$ cat config.mk
export PLATFORM = sky130hd
export DESIGN_NAME = packed_value_base64_encoder
export DESIGN_NICKNAME = d
export VERILOG_FILES = /design/src/rtl/pbe_pkg.sv /design/src/rtl/pbe_fifo.sv /design/src/rtl/pbe_front.sv /design/src/rtl/pbe_back.sv /design/src/rtl/packed_value_base64_encoder.sv
export SDC_FILE = /design/constraint.sdc
export NUM_CORES = 1
export LEC_CHECK = 0
export BUFFER_PORTS_ARGS = -buffer_cell sky130_fd_sc_hd__buf_2
export CAP_MARGIN = 15
export CELL_PAD_IN_SITES_DETAIL_PLACEMENT = 1
export CELL_PAD_IN_SITES_GLOBAL_PLACEMENT = 1
export CORE_UTILIZATION = 40
export CTS_CLUSTER_SIZE = 10
export DETAILED_ROUTE_END_ITERATION = 10
export GPL_TIMING_DRIVEN = 0
export PLACE_DENSITY_LB_ADDON = 0.1
export SYNTH_ARGS = -nofsm -noshare
export SYNTH_HDL_FRONTEND = slang
export SYNTH_SLANG_ARGS = --single-unit
$ cat constraint.sdc
create_clock -name clk -period 6.7 [get_ports clk]
set_clock_uncertainty 0.05 [all_clocks]
set_input_delay 1.34 -clock clk [delete_from_list [all_inputs] [get_ports clk]]
set_output_delay 1.34 -clock clk [all_outputs]
set_load 0.005 [all_outputs]
$ cat src/rtl/pbe_pkg.sv
// Shared types, constants and character functions for the packed value base64 encoder.
package pbe_pkg;

    // Width of one incoming value and the range of packed widths.
    localparam int VALUE_W         = 32;
    localparam int MAX_VALUE_BITS  = 32;
    localparam int MIN_VALUE_BITS  = 10;
    localparam int WIDTH_W         = 6;
    localparam logic [WIDTH_W-1:0] WIDTH_RESET = 6'd32;

    // Packing accumulator holds up to seven leftover bits plus one value.
    localparam int ACC_W  = VALUE_W + 7;
    localparam int FILL_W = 6;

    // Header is eight characters: the fixed prefix and two width digits.
    localparam logic [2:0]  HDR_LAST   = 3'd7;
    localparam logic [47:0] HDR_PREFIX = "set:D1";

    // One input beat.
    typedef struct packed {
        logic [VALUE_W-1:0] hash_value;
        logic               last_value;
    } pbe_in_t;

    // One result beat.
    typedef struct packed {
        logic [7:0] character;
        logic       last_char;
    } pbe_out_t;

    // Classified item passed from the front end to the encoder engine.
    typedef struct packed {
        logic               header;
        logic               last;
        logic [WIDTH_W-1:0] width;
        logic [VALUE_W-1:0] value;
    } pbe_entry_t;

    // Map a 6-bit group to the standard base64 alphabet.
    function automatic logic [7:0] b64_char(input logic [5:0] sextet);
        logic [7:0] ch;
        priority if (sextet < 6'd26) ch = "A" + {2'b00, sextet};
        else if (sextet < 6'd52)     ch = "a" + {2'b00, sextet - 6'd26};
        else if (sextet < 6'd62)     ch = "0" + {2'b00, sextet - 6'd52};
        else if (sextet == 6'd62)    ch = "+";
        else                         ch = "/";
        return ch;
    endfunction

    // Character at a given position of the header for a width of 10 to 32.
    function automatic logic [7:0] hdr_char(input logic [2:0] idx,
                                            input logic [WIDTH_W-1:0] w);
        logic [1:0]         tens;
        logic [WIDTH_W-1:0] ones;
        logic [7:0]         ch;
        priority if (w >= 6'd30) begin
            tens = 2'd3;
            ones = w - 6'd30;
        end
        else if (w >= 6'd20) begin
            tens = 2'd2;
            ones = w - 6'd20;
        end
        else begin
            tens = 2'd1;
            ones = w - 6'd10;
        end
        unique case (idx)
            3'd6:    ch = "0" + {6'b0, tens};
            3'd7:    ch = "0" + {2'b0, ones};
            default: ch = HDR_PREFIX[47 - 8*idx -: 8];
        endcase
        return ch;
    endfunction

endpackage

$ cat src/rtl/pbe_fifo.sv
// Small register-based queue used between the stages of the encoder.
module pbe_fifo #(
    parameter int WIDTH = 8,
    parameter int DEPTH = 2
) (
    input  logic             clk,
    input  logic             rst_n,
    input  logic             push,
    input  logic [WIDTH-1:0] wr_data,
    output logic             full,
    input  logic             pop,
    output logic [WIDTH-1:0] rd_data,
    output logic             empty
);

    localparam int PTR_W = (DEPTH > 1) ? $clog2(DEPTH) : 1;
    localparam int CNT_W = $clog2(DEPTH + 1);

    logic [WIDTH-1:0] mem_reg [DEPTH];
    logic [PTR_W-1:0] wr_ptr_reg, wr_ptr_next;
    logic [PTR_W-1:0] rd_ptr_reg, rd_ptr_next;
    logic [CNT_W-1:0] count_reg, count_next;
    logic             do_push;
    logic             do_pop;

    assign full    = (count_reg == CNT_W'(DEPTH));
    assign empty   = (count_reg == '0);
    assign do_push = push && !full;
    assign do_pop  = pop && !empty;
    assign rd_data = mem_reg[rd_ptr_reg];

    // Pointer wrap and occupancy count.
    always_comb
    begin
        wr_ptr_next = wr_ptr_reg;
        rd_ptr_next = rd_ptr_reg;
        count_next  = count_reg;
        if (do_push)
        begin
            wr_ptr_next = (wr_ptr_reg == PTR_W'(DEPTH - 1)) ? '0 : wr_ptr_reg + 1'b1;
        end
        if (do_pop)
        begin
            rd_ptr_next = (rd_ptr_reg == PTR_W'(DEPTH - 1)) ? '0 : rd_ptr_reg + 1'b1;
        end
        unique case ({do_push, do_pop})
            2'b10:   count_next = count_reg + 1'b1;
            2'b01:   count_next = count_reg - 1'b1;
            default: count_next = count_reg;
        endcase
    end

    always_ff @(posedge clk or negedge rst_n)
    begin
        if (!rst_n)
        begin
            wr_ptr_reg <= '0;
            rd_ptr_reg <= '0;
            count_reg  <= '0;
        end
        else
        begin
            wr_ptr_reg <= wr_ptr_next;
            rd_ptr_reg <= rd_ptr_next;
            count_reg  <= count_next;
        end
    end

    // Storage needs no reset.
    always_ff @(posedge clk)
    begin
        if (do_push)
        begin
            mem_reg[wr_ptr_reg] <= wr_data;
        end
    end

endmodule

$ cat src/rtl/pbe_front.sv
// Front end: width register, value masking and header classification.
module pbe_front (
    input  logic                              clk,
    input  logic                              rst_n,
    input  logic                              cfg_wr_en,
    input  logic [pbe_pkg::WIDTH_W-1:0]       cfg_wr_data,
    input  logic                              push,
    input  pbe_pkg::pbe_in_t                  in_data,
    input  logic                              q_full,
    output logic                              q_push,
    output pbe_pkg::pbe_entry_t               q_entry
);

    import pbe_pkg::*;

    logic [WIDTH_W-1:0] bits_per_value_reg;
    logic [WIDTH_W-1:0] used_w;
    logic [VALUE_W-1:0] value_mask;
    logic               header_pending_reg, header_pending_next;

    // Clamp the configured width to the supported range.
    always_comb
    begin
        priority if (bits_per_value_reg < WIDTH_W'(MIN_VALUE_BITS))
            used_w = WIDTH_W'(MIN_VALUE_BITS);
        else if (bits_per_value_reg > WIDTH_W'(MAX_VALUE_BITS))
            used_w = WIDTH_W'(MAX_VALUE_BITS);
        else
            used_w = bits_per_value_reg;
    end

    assign value_mask = {VALUE_W{1'b1}} >> (WIDTH_W'(VALUE_W) - used_w);

    // Build the queue entry for the accepted beat.
    assign q_push          = push && !q_full;
    assign q_entry.header  = header_pending_reg;
    assign q_entry.last    = in_data.last_value;
    assign q_entry.width   = used_w;
    assign q_entry.value   = in_data.hash_value & value_mask;

    // The header is due again after the last value of a set.
    assign header_pending_next = q_push ? in_data.last_value : header_pending_reg;

    always_ff @(posedge clk or negedge rst_n)
    begin
        if (!rst_n)
        begin
            bits_per_value_reg <= WIDTH_RESET;
            header_pending_reg <= 1'b1;
        end
        else
        begin
            if (cfg_wr_en)
            begin
                bits_per_value_reg <= cfg_wr_data;
            end
            header_pending_reg <= header_pending_next;
        end
    end

endmodule

$ cat src/rtl/pbe_back.sv
// Encoder engine: emits header characters, packs values and slices base64 groups.
module pbe_back (
    input  logic                  clk,
    input  logic                  rst_n,
    input  logic                  q_empty,
    input  pbe_pkg::pbe_entry_t   q_entry,
    output logic                  q_pop,
    input  logic                  o_full,
    output logic                  o_push,
    output pbe_pkg::pbe_out_t     o_data
);

    import pbe_pkg::*;

    typedef enum logic [2:0] {
        ST_IDLE   = 3'b001,
        ST_HEADER = 3'b010,
        ST_DATA   = 3'b100
    } state_t;

    state_t             state_reg, state_next;
    logic [2:0]         hdr_idx_reg, hdr_idx_next;
    logic [WIDTH_W-1:0] width_reg, width_next;
    logic               last_reg, last_next;
    logic [ACC_W-1:0]   acc_reg, acc_next;
    logic [FILL_W-1:0]  bfill_reg, bfill_next;
    logic [5:0]         win_reg, win_next;
    logic [2:0]         wcnt_reg, wcnt_next;

    logic [ACC_W-1:0]   post_acc;
    logic [FILL_W-1:0]  post_bfill;
    logic [5:0]         post_win;
    logic [2:0]         post_wcnt;
    logic [11:0]        fed;
    logic [5:0]         feed_sextet;
    logic [5:0]         feed_win;
    logic [2:0]         feed_wcnt;
    logic [5:0]         data_sextet;
    logic               emit_data;
    logic               more;
    logic               advance;
    logic               load;

    assign advance = !o_full;

    // One byte joined to the leftover bits yields the next group.
    assign fed = {win_reg[3:0], acc_reg[7:0]};
    always_comb
    begin
        unique case (wcnt_reg)
            3'd0:
            begin
                feed_sextet = fed[7:2];
                feed_win    = {4'b0, fed[1:0]};
                feed_wcnt   = 3'd2;
            end
            3'd2:
            begin
                feed_sextet = fed[9:4];
                feed_win    = {2'b0, fed[3:0]};
                feed_wcnt   = 3'd4;
            end
            default:
            begin
                feed_sextet = fed[11:6];
                feed_win    = fed[5:0];
                feed_wcnt   = 3'd6;
            end
        endcase
    end

    // Pick the next payload group: a full leftover group, a full byte,
    // the zero-filled partial byte, or the zero-filled partial group.
    always_comb
    begin
        post_acc    = acc_reg;
        post_bfill  = bfill_reg;
        post_win    = win_reg;
        post_wcnt   = wcnt_reg;
        data_sextet = '0;
        emit_data   = 1'b1;
        priority if (wcnt_reg == 3'd6)
        begin
            data_sextet = win_reg;
            post_win    = '0;
            post_wcnt   = '0;
        end
        else if (bfill_reg >= FILL_W'(8))
        begin
            data_sextet = feed_sextet;
            post_win    = feed_win;
            post_wcnt   = feed_wcnt;
            post_acc    = acc_reg >> 8;
            post_bfill  = bfill_reg - FILL_W'(8);
        end
        else if (last_reg && bfill_reg != '0)
        begin
            data_sextet = feed_sextet;
            post_win    = feed_win;
            post_wcnt   = feed_wcnt;
            post_acc    = '0;
            post_bfill  = '0;
        end
        else if (last_reg && wcnt_reg != '0)
        begin
            data_sextet = (wcnt_reg == 3'd2) ? {win_reg[1:0], 4'b0} : {win_reg[3:0], 2'b0};
            post_win    = '0;
            post_wcnt   = '0;
        end
        else
        begin
            emit_data = 1'b0;
        end
        more = (post_wcnt == 3'd6) || (post_bfill >= FILL_W'(8))
            || (last_reg && (post_bfill != '0 || post_wcnt != '0));
        // A finished set leaves the packing state clear.
        if (last_reg && !more)
        begin
            post_acc   = '0;
            post_bfill = '0;
            post_win   = '0;
            post_wcnt  = '0;
        end
    end

    // Sequencer and the next entry taken as the current one finishes.
    always_comb
    begin
        state_next       = state_reg;
        hdr_idx_next     = hdr_idx_reg;
        width_next       = width_reg;
        last_next        = last_reg;
        acc_next         = acc_reg;
        bfill_next       = bfill_reg;
        win_next         = win_reg;
        wcnt_next        = wcnt_reg;
        o_push           = 1'b0;
        o_data.character = b64_char(data_sextet);
        o_data.last_char = 1'b0;
        load             = 1'b0;
        unique case (state_reg)
            ST_HEADER:
            begin
                o_data.character = hdr_char(hdr_idx_reg, width_reg);
                if (advance)
                begin
                    o_push       = 1'b1;
                    hdr_idx_next = hdr_idx_reg + 1'b1;
                    if (hdr_idx_reg == HDR_LAST)
                    begin
                        state_next = ST_DATA;
                    end
                end
            end
            ST_DATA:
            begin
                o_data.last_char = last_reg && !more;
                if (advance)
                begin
                    o_push     = emit_data;
                    acc_next   = post_acc;
                    bfill_next = post_bfill;
                    win_next   = post_win;
                    wcnt_next  = post_wcnt;
                    if (!more)
                    begin
                        state_next = ST_IDLE;
                        load       = !q_empty;
                    end
                end
            end
            default:
            begin
                load = !q_empty;
            end
        endcase
        if (load)
        begin
            acc_next     = acc_next | (ACC_W'(q_entry.value) << bfill_next[2:0]);
            bfill_next   = bfill_next + q_entry.width;
            width_next   = q_entry.width;
            last_next    = q_entry.last;
            hdr_idx_next = '0;
            state_next   = q_entry.header ? ST_HEADER : ST_DATA;
        end
    end

    assign q_pop = load;

    always_ff @(posedge clk or negedge rst_n)
    begin
        if (!rst_n)
        begin
            state_reg   <= ST_IDLE;
            hdr_idx_reg <= '0;
            acc_reg     <= '0;
            bfill_reg   <= '0;
            win_reg     <= '0;
            wcnt_reg    <= '0;
        end
        else
        begin
            state_reg   <= state_next;
            hdr_idx_reg <= hdr_idx_next;
            acc_reg     <= acc_next;
            bfill_reg   <= bfill_next;
            win_reg     <= win_next;
            wcnt_reg    <= wcnt_next;
        end
    end

    // Entry attributes need no reset.
    always_ff @(posedge clk)
    begin
        width_reg <= width_next;
        last_reg  <= last_next;
    end

    // During the header the accumulator holds only the new value.
    a_header_clean: assert property (@(posedge clk) disable iff (!rst_n)
        state_reg == ST_HEADER |-> wcnt_reg == '0 && bfill_reg == width_reg)
        else $error("header started with leftover packing bits");

    // After the final beat of a set with no new entry, the engine is clear and idle.
    a_set_end: assert property (@(posedge clk) disable iff (!rst_n)
        o_push && o_data.last_char && !load |=>
            state_reg == ST_IDLE && bfill_reg == '0 && wcnt_reg == '0)
        else $error("packing state left over after end of set");

    // An idle engine never holds a complete byte or group.
    a_idle_drained: assert property (@(posedge clk) disable iff (!rst_n)
        state_reg == ST_IDLE |-> bfill_reg < FILL_W'(8) && wcnt_reg < 3'd6)
        else $error("engine went idle with output still owed");

    // Leftover group bits always come in pairs.
    a_wcnt_even: assert property (@(posedge clk) disable iff (!rst_n)
        !wcnt_reg[0] && wcnt_reg <= 3'd6)
        else $error("group fill count out of step");

endmodule

$ cat src/rtl/packed_value_base64_encoder.sv
// Top level of the packed value base64 encoder: front end, entry queue, engine, output queue.
//
//  Channel   Handshake               Payload
//  input     push / full             in_data  (hash_value, last_value)
//  result    empty / pop             out_data (character, last_char)
//  config    cfg_wr_en               cfg_wr_data (bits_per_value)
//
// The engine issues one character per cycle while the output queue has room;
// an item of width w gives about w/6 characters, a new set first gives the header,
// and the last item of a set flushes its leftover bits as zero-filled characters.
// Items enter back to back through a two-entry queue; results leave through a
// two-entry queue, so a stalled pop holds the engine while inputs still queue.
// After reset the width is 32 and the header is due on the first item.
module packed_value_base64_encoder (
    input  logic                          clk,
    input  logic                          rst_n,
    input  logic                          cfg_wr_en,
    input  logic [pbe_pkg::WIDTH_W-1:0]   cfg_wr_data,
    input  logic                          push,
    input  pbe_pkg::pbe_in_t              in_data,
    output logic                          full,
    output logic                          empty,
    input  logic                          pop,
    output pbe_pkg::pbe_out_t             out_data
);

    import pbe_pkg::*;

    logic       q_push;
    logic       q_full;
    logic       q_empty;
    logic       q_pop;
    pbe_entry_t q_wr_entry;
    pbe_entry_t q_rd_entry;
    logic       o_push;
    logic       o_full;
    pbe_out_t   o_data;

    // Masking, width clamp and header tracking.
    pbe_front u_front (
        .clk         (clk),
        .rst_n       (rst_n),
        .cfg_wr_en   (cfg_wr_en),
        .cfg_wr_data (cfg_wr_data),
        .push        (push),
        .in_data     (in_data),
        .q_full      (q_full),
        .q_push      (q_push),
        .q_entry     (q_wr_entry)
    );

    assign full = q_full;

    // Entries waiting for the engine.
    pbe_fifo #(
        .WIDTH ($bits(pbe_entry_t)),
        .DEPTH (2)
    ) u_entry_q (
        .clk     (clk),
        .rst_n   (rst_n),
        .push    (q_push),
        .wr_data (q_wr_entry),
        .full    (q_full),
        .pop     (q_pop),
        .rd_data (q_rd_entry),
        .empty   (q_empty)
    );

    // Character engine.
    pbe_back u_back (
        .clk     (clk),
        .rst_n   (rst_n),
        .q_empty (q_empty),
        .q_entry (q_rd_entry),
        .q_pop   (q_pop),
        .o_full  (o_full),
        .o_push  (o_push),
        .o_data  (o_data)
    );

    // Result beats waiting to be popped.
    pbe_fifo #(
        .WIDTH ($bits(pbe_out_t)),
        .DEPTH (2)
    ) u_out_q (
        .clk     (clk),
        .rst_n   (rst_n),
        .push    (o_push),
        .wr_data (o_data),
        .full    (o_full),
        .pop     (pop),
        .rd_data (out_data),
        .empty   (empty)
    );

endmodule
==> parameters.txt <==
Parameter                              Value

Status
  Outcome    finished, final reports clean

Pwr
  Cell Pwr Density    between 600 and 700 nW/um^2
  Seq pwr share    28.7%
  Logic gate share of total power    a little under three fifths
  Worst IR Drop VDD    215 uV
  Sw Share    45.4%
  P_int    between 3 and 4 mW
  Switching Power    3.19 mW
  Fraction of power consumed by the clock network    between 10% and 20%
  Leakage power total    4.46 nW

Critical path
  CP Max Fanout    16
  Launch point of the worst reg-to-reg path    u_back.bfill_reg[5]$_DFF_PN0_
  Kind of end point of the critical path    flop
  Crit-path max cell delay    between 0.8 and 0.9 ns
  Sort of element at the start of the critical path    flop
  Req. time, crit path    a little under 7 ns
  Setup slack, reg-to-reg    2.68 ns
  Cell with the largest stage delay on the worst path    sky130_fd_sc_hd__o32ai_1
  WP data arrival    4.07 ns
  Critical register-to-register path endpoint    u_back.width_reg[1]$_DFFE_PP_
  WS Path Type    reg2reg
  Cell chain of the critical path    clkbuf_2 -> nor3_1 -> a21boi_1 -> o32ai_1 -> o21ai_0 -> inv_1 -> buf_2
  Worst reg-to-reg path cell count    7

Timing
  Normalized max-slew margin    approximately 31%
  Final hold slack    around 0.45 ns
  Max-slew violations    0
  Worst setup slack after layout    roughly 2.7 ns
  Fmax    approximately 250 MHz
  Final worst path period share    roughly three fifths
  Total negative slack for setup checks    0 ns
  RSZ-0062 raised after global routing    false
  Final setup violation count    0
  Count of final hold-check violations    0
  Final worst path period need    4.02 ns
  Transition at the pin with the smallest max-transition slack    ~1.0 ns

Clocking
  Root buffer cell    sky130_fd_sc_hd__clkbuf_16
  TritonCTS clock tree    done
  H-tree Lvls    4
  Clock latency on the worst-skew pair    around 0.43 ns
  Clock transition at the registers of the reported paths    approximately 0.08 ns
  Post-cts repair resize count    0
  Number of buffers inserted for hold repair after clock tree synthesis    0
  Sinks on Clock Net    180
  Number of buffers added by the clock tree synthesis step    17
  Number of buffers inserted to repair setup after CTS    0
  Max clock buf depth    2

Die
  Width of the chip    161 microns
  Starting utilization of the core area    about two fifths
  Die outline height    about 160 microns
  I/O pins    55
  Core box area    24500 sq um
  Die area    about 26000 sq um
  Row Count    57

Synth
  Leading post-synthesis cells by instance count    105 x sky130_fd_sc_hd__edfxtp_1, 72 x sky130_fd_sc_hd__dfrtp_1, 60 x sky130_fd_sc_hd__nor2_1, 49 x sky130_fd_sc_hd__nand2_1, 49 x sky130_fd_sc_hd__o21ai_0
  Synth async-reset ratio    between 40% and 50%
  Share of synthesized area occupied by flip-flops and latches    approximately half
  Most numerous cell in the Yosys netlist    sky130_fd_sc_hd__edfxtp_1
  Yosys top cell area share    31.2%
  Number of synthesized flops with an enable pin    105
  Library cell with the largest summed area after synthesis    sky130_fd_sc_hd__edfxtp_1
  Count of mapped cells out of synthesis    between 800 and 900
  Average cell area after synthesis    about 12 sq um
  Top FF cell, synth    sky130_fd_sc_hd__edfxtp_1
  Number of register bits inferred by synthesis    180
  Nets in the synthesized netlist    938
  Synthesized area    between 10000 and 15000 sq um
  Synth top area cells    sky130_fd_sc_hd__edfxtp_1 31%, sky130_fd_sc_hd__dfrtp_1 18%, sky130_fd_sc_hd__mux4_2 6.9%
  Number of warning messages in the yosys log    0
  Distinct cell type count of the synthesized netlist    80

Layout
  Area growth, synth to finish    13.5%
  # nets final    between 1k and 1.5k
  Flip-flop count of the largest register after layout    80
  Fill cells    between 2k and 3k
  Share of cells above drive strength 1    19.3%
  Sequential cell area    5030 sq um
  Area of the multi-input gates    4740 sq um
  Diode count    0

Worst hold path
  Hold Path Stages    2
  Endpoint of the worst hold path    u_back.acc_reg[35]$_DFF_PN0_
  Min-delay worst type    reg2reg
  Hold path startpoint    u_back.acc_reg[35]$_DFF_PN0_

Flow run
  Max Cap Violations    0

Global routing
  Antenna violations before repair    0
  Wire length of the first global-routing pass    45400 microns
  Largest net degree at the start of global routing    49
  Total congestion overflow after global routing    0
  Total Routing Usage GR    22.8%
  Vias in the first global route    roughly 8k

Place
  Minimum setup slack after placement    2.81 ns
  I/O Buffers    52
  RePlAce Congestion    0.852
  Detailed Place HPWL    about 22000 microns

Routing
  Remaining antenna violation count    0
  Post-detailed-route wirelength per cell    22.5 microns
  DRC Markers    0
  DRT iter0 DRCs    425
  Detailed-route wire length    approximately 29000 microns
  First-pass DRT Iterations    5
  Via count    roughly 7.4k
  Via-per-instance ratio    slightly below 6
-- cells by family (layout without fill, tap and decap cells) --
group / count (synthesis) / in the layout / synth area share, %
flip-flops: 180 / 180 / 49.9
AND/OR/NAND/NOR: 202 / 202 / 10.2
AO/OA/AOI/OAI: 242 / 242 / 16.5
multiplexers: 88 / 88 / 12.8
XOR/XNOR: 32 / 32 / 2.78
buffers and inverters: 78 / 166 / 3.31
adder cells (fa/ha/maj): 36 / 36 / 4.54
-- how the worst max path moves through the flow --
stage | from | end | cells after the start
2_1_floorplan | push | u_entry_q.mem_reg[0][0]$_DFFE_PP_ | 2
5_1_grt | u_back.bfill_reg[5]$_DFF_PN0_ | u_back.last_reg$_DFFE_PP_ | 7
4_1_cts | u_back.bfill_reg[5]$_DFF_PN0_ | u_back.width_reg[0]$_DFFE_PP_ | 7
3_3_place_gp | push | u_entry_q.mem_reg[1][19]$_DFFE_PP_ | 3
3_5_place_dp | u_back.bfill_reg[5]$_DFF_PN0_ | u_back.width_reg[4]$_DFFE_PP_ | 7
6_report | u_back.bfill_reg[5]$_DFF_PN0_ | u_back.width_reg[1]$_DFFE_PP_ | 7
-- critical path: cells and delay by family, from the launching register on --
family / cells / cell delay, ns
AOI/OAI and AO/OA: 3 / 1.67
buffers and inverters: 3 / 0.91
and+or+nand+nor: 1 / 0.70
DFF: 1 / 0.36
-- power by group through the flow --
stage	clock network, mW	logic, mW	registers, mW
global placement	0	3.77	2.02
finish	1.02	3.99	2.02
floorplan	0	2.86	1.93
global route	1.08	4.39	2.07
detailed placement	0	3.96	2.04
CTS	1.04	3.99	2.02
-- layer usage --
layer / track usage (%) / wire (microns) / part of all wire [%]
met3: 3.74 / 1370 / 4.8
met4: 5.15 / 349 / 1.2
met5: 0 / 0 / 0
met2: 35.3 / 13100 / 46
met1: 33.4 / 13700 / 48
-- cell type report --
class,instances,share of cell area (%)
Clock buffer,17,3.71
Multi-Input combinational cell,600,41.4
Buffer,47,1.90
Clock inverter,15,1.46
Inverter,31,1.02
Timing Repair Buffer,56,3.06
Tap cell,324,3.54
Sequential cell,180,43.9
-- stage by stage --
step	instances	util (%)	power, mW	area (sq um)
after floorplan	858	-	4.78	10100
after global placement	1234	43.9	5.79	10800
after detailed placement	1238	44.3	5.99	10900
after CTS	1270	46.7	7.05	11500
after global routing	1270	46.7	7.53	11500
final	1270	46.7	7.03	11500
-- cell usage in the layout, fill, tap and decap left out, types with 6 or more instances in the layout --
| cell type | n |
|---|---|
| sky130_fd_sc_hd__a211oi_1 | 6 |
| sky130_fd_sc_hd__a21oi_1 | 39 |
| sky130_fd_sc_hd__a22oi_1 | 29 |
| sky130_fd_sc_hd__a31oi_1 | 9 |
| sky130_fd_sc_hd__buf_2 | 66 |
| sky130_fd_sc_hd__clkbuf_1 | 28 |
| sky130_fd_sc_hd__clkbuf_16 | 17 |
| sky130_fd_sc_hd__dfrtp_1 | 72 |
| sky130_fd_sc_hd__edfxtp_1 | 105 |
| sky130_fd_sc_hd__ha_1 | 35 |
| sky130_fd_sc_hd__inv_1 | 29 |
| sky130_fd_sc_hd__inv_8 | 7 |
| sky130_fd_sc_hd__mux2_2 | 22 |
| sky130_fd_sc_hd__mux2i_1 | 35 |
| sky130_fd_sc_hd__mux4_2 | 31 |
| sky130_fd_sc_hd__nand2_1 | 49 |
| sky130_fd_sc_hd__nand2b_1 | 8 |
| sky130_fd_sc_hd__nand3_1 | 13 |
| sky130_fd_sc_hd__nor2_1 | 58 |
| sky130_fd_sc_hd__nor2b_1 | 16 |
| sky130_fd_sc_hd__nor3_1 | 11 |
| sky130_fd_sc_hd__nor4b_1 | 6 |
| sky130_fd_sc_hd__o21a_1 | 7 |
| sky130_fd_sc_hd__o21ai_0 | 49 |
| sky130_fd_sc_hd__o21ai_1 | 14 |
| sky130_fd_sc_hd__o21bai_1 | 21 |
| sky130_fd_sc_hd__o221ai_1 | 6 |
| sky130_fd_sc_hd__xnor2_1 | 22 |
| sky130_fd_sc_hd__xor2_1 | 10 |
(Power assumes the default switching activity.)
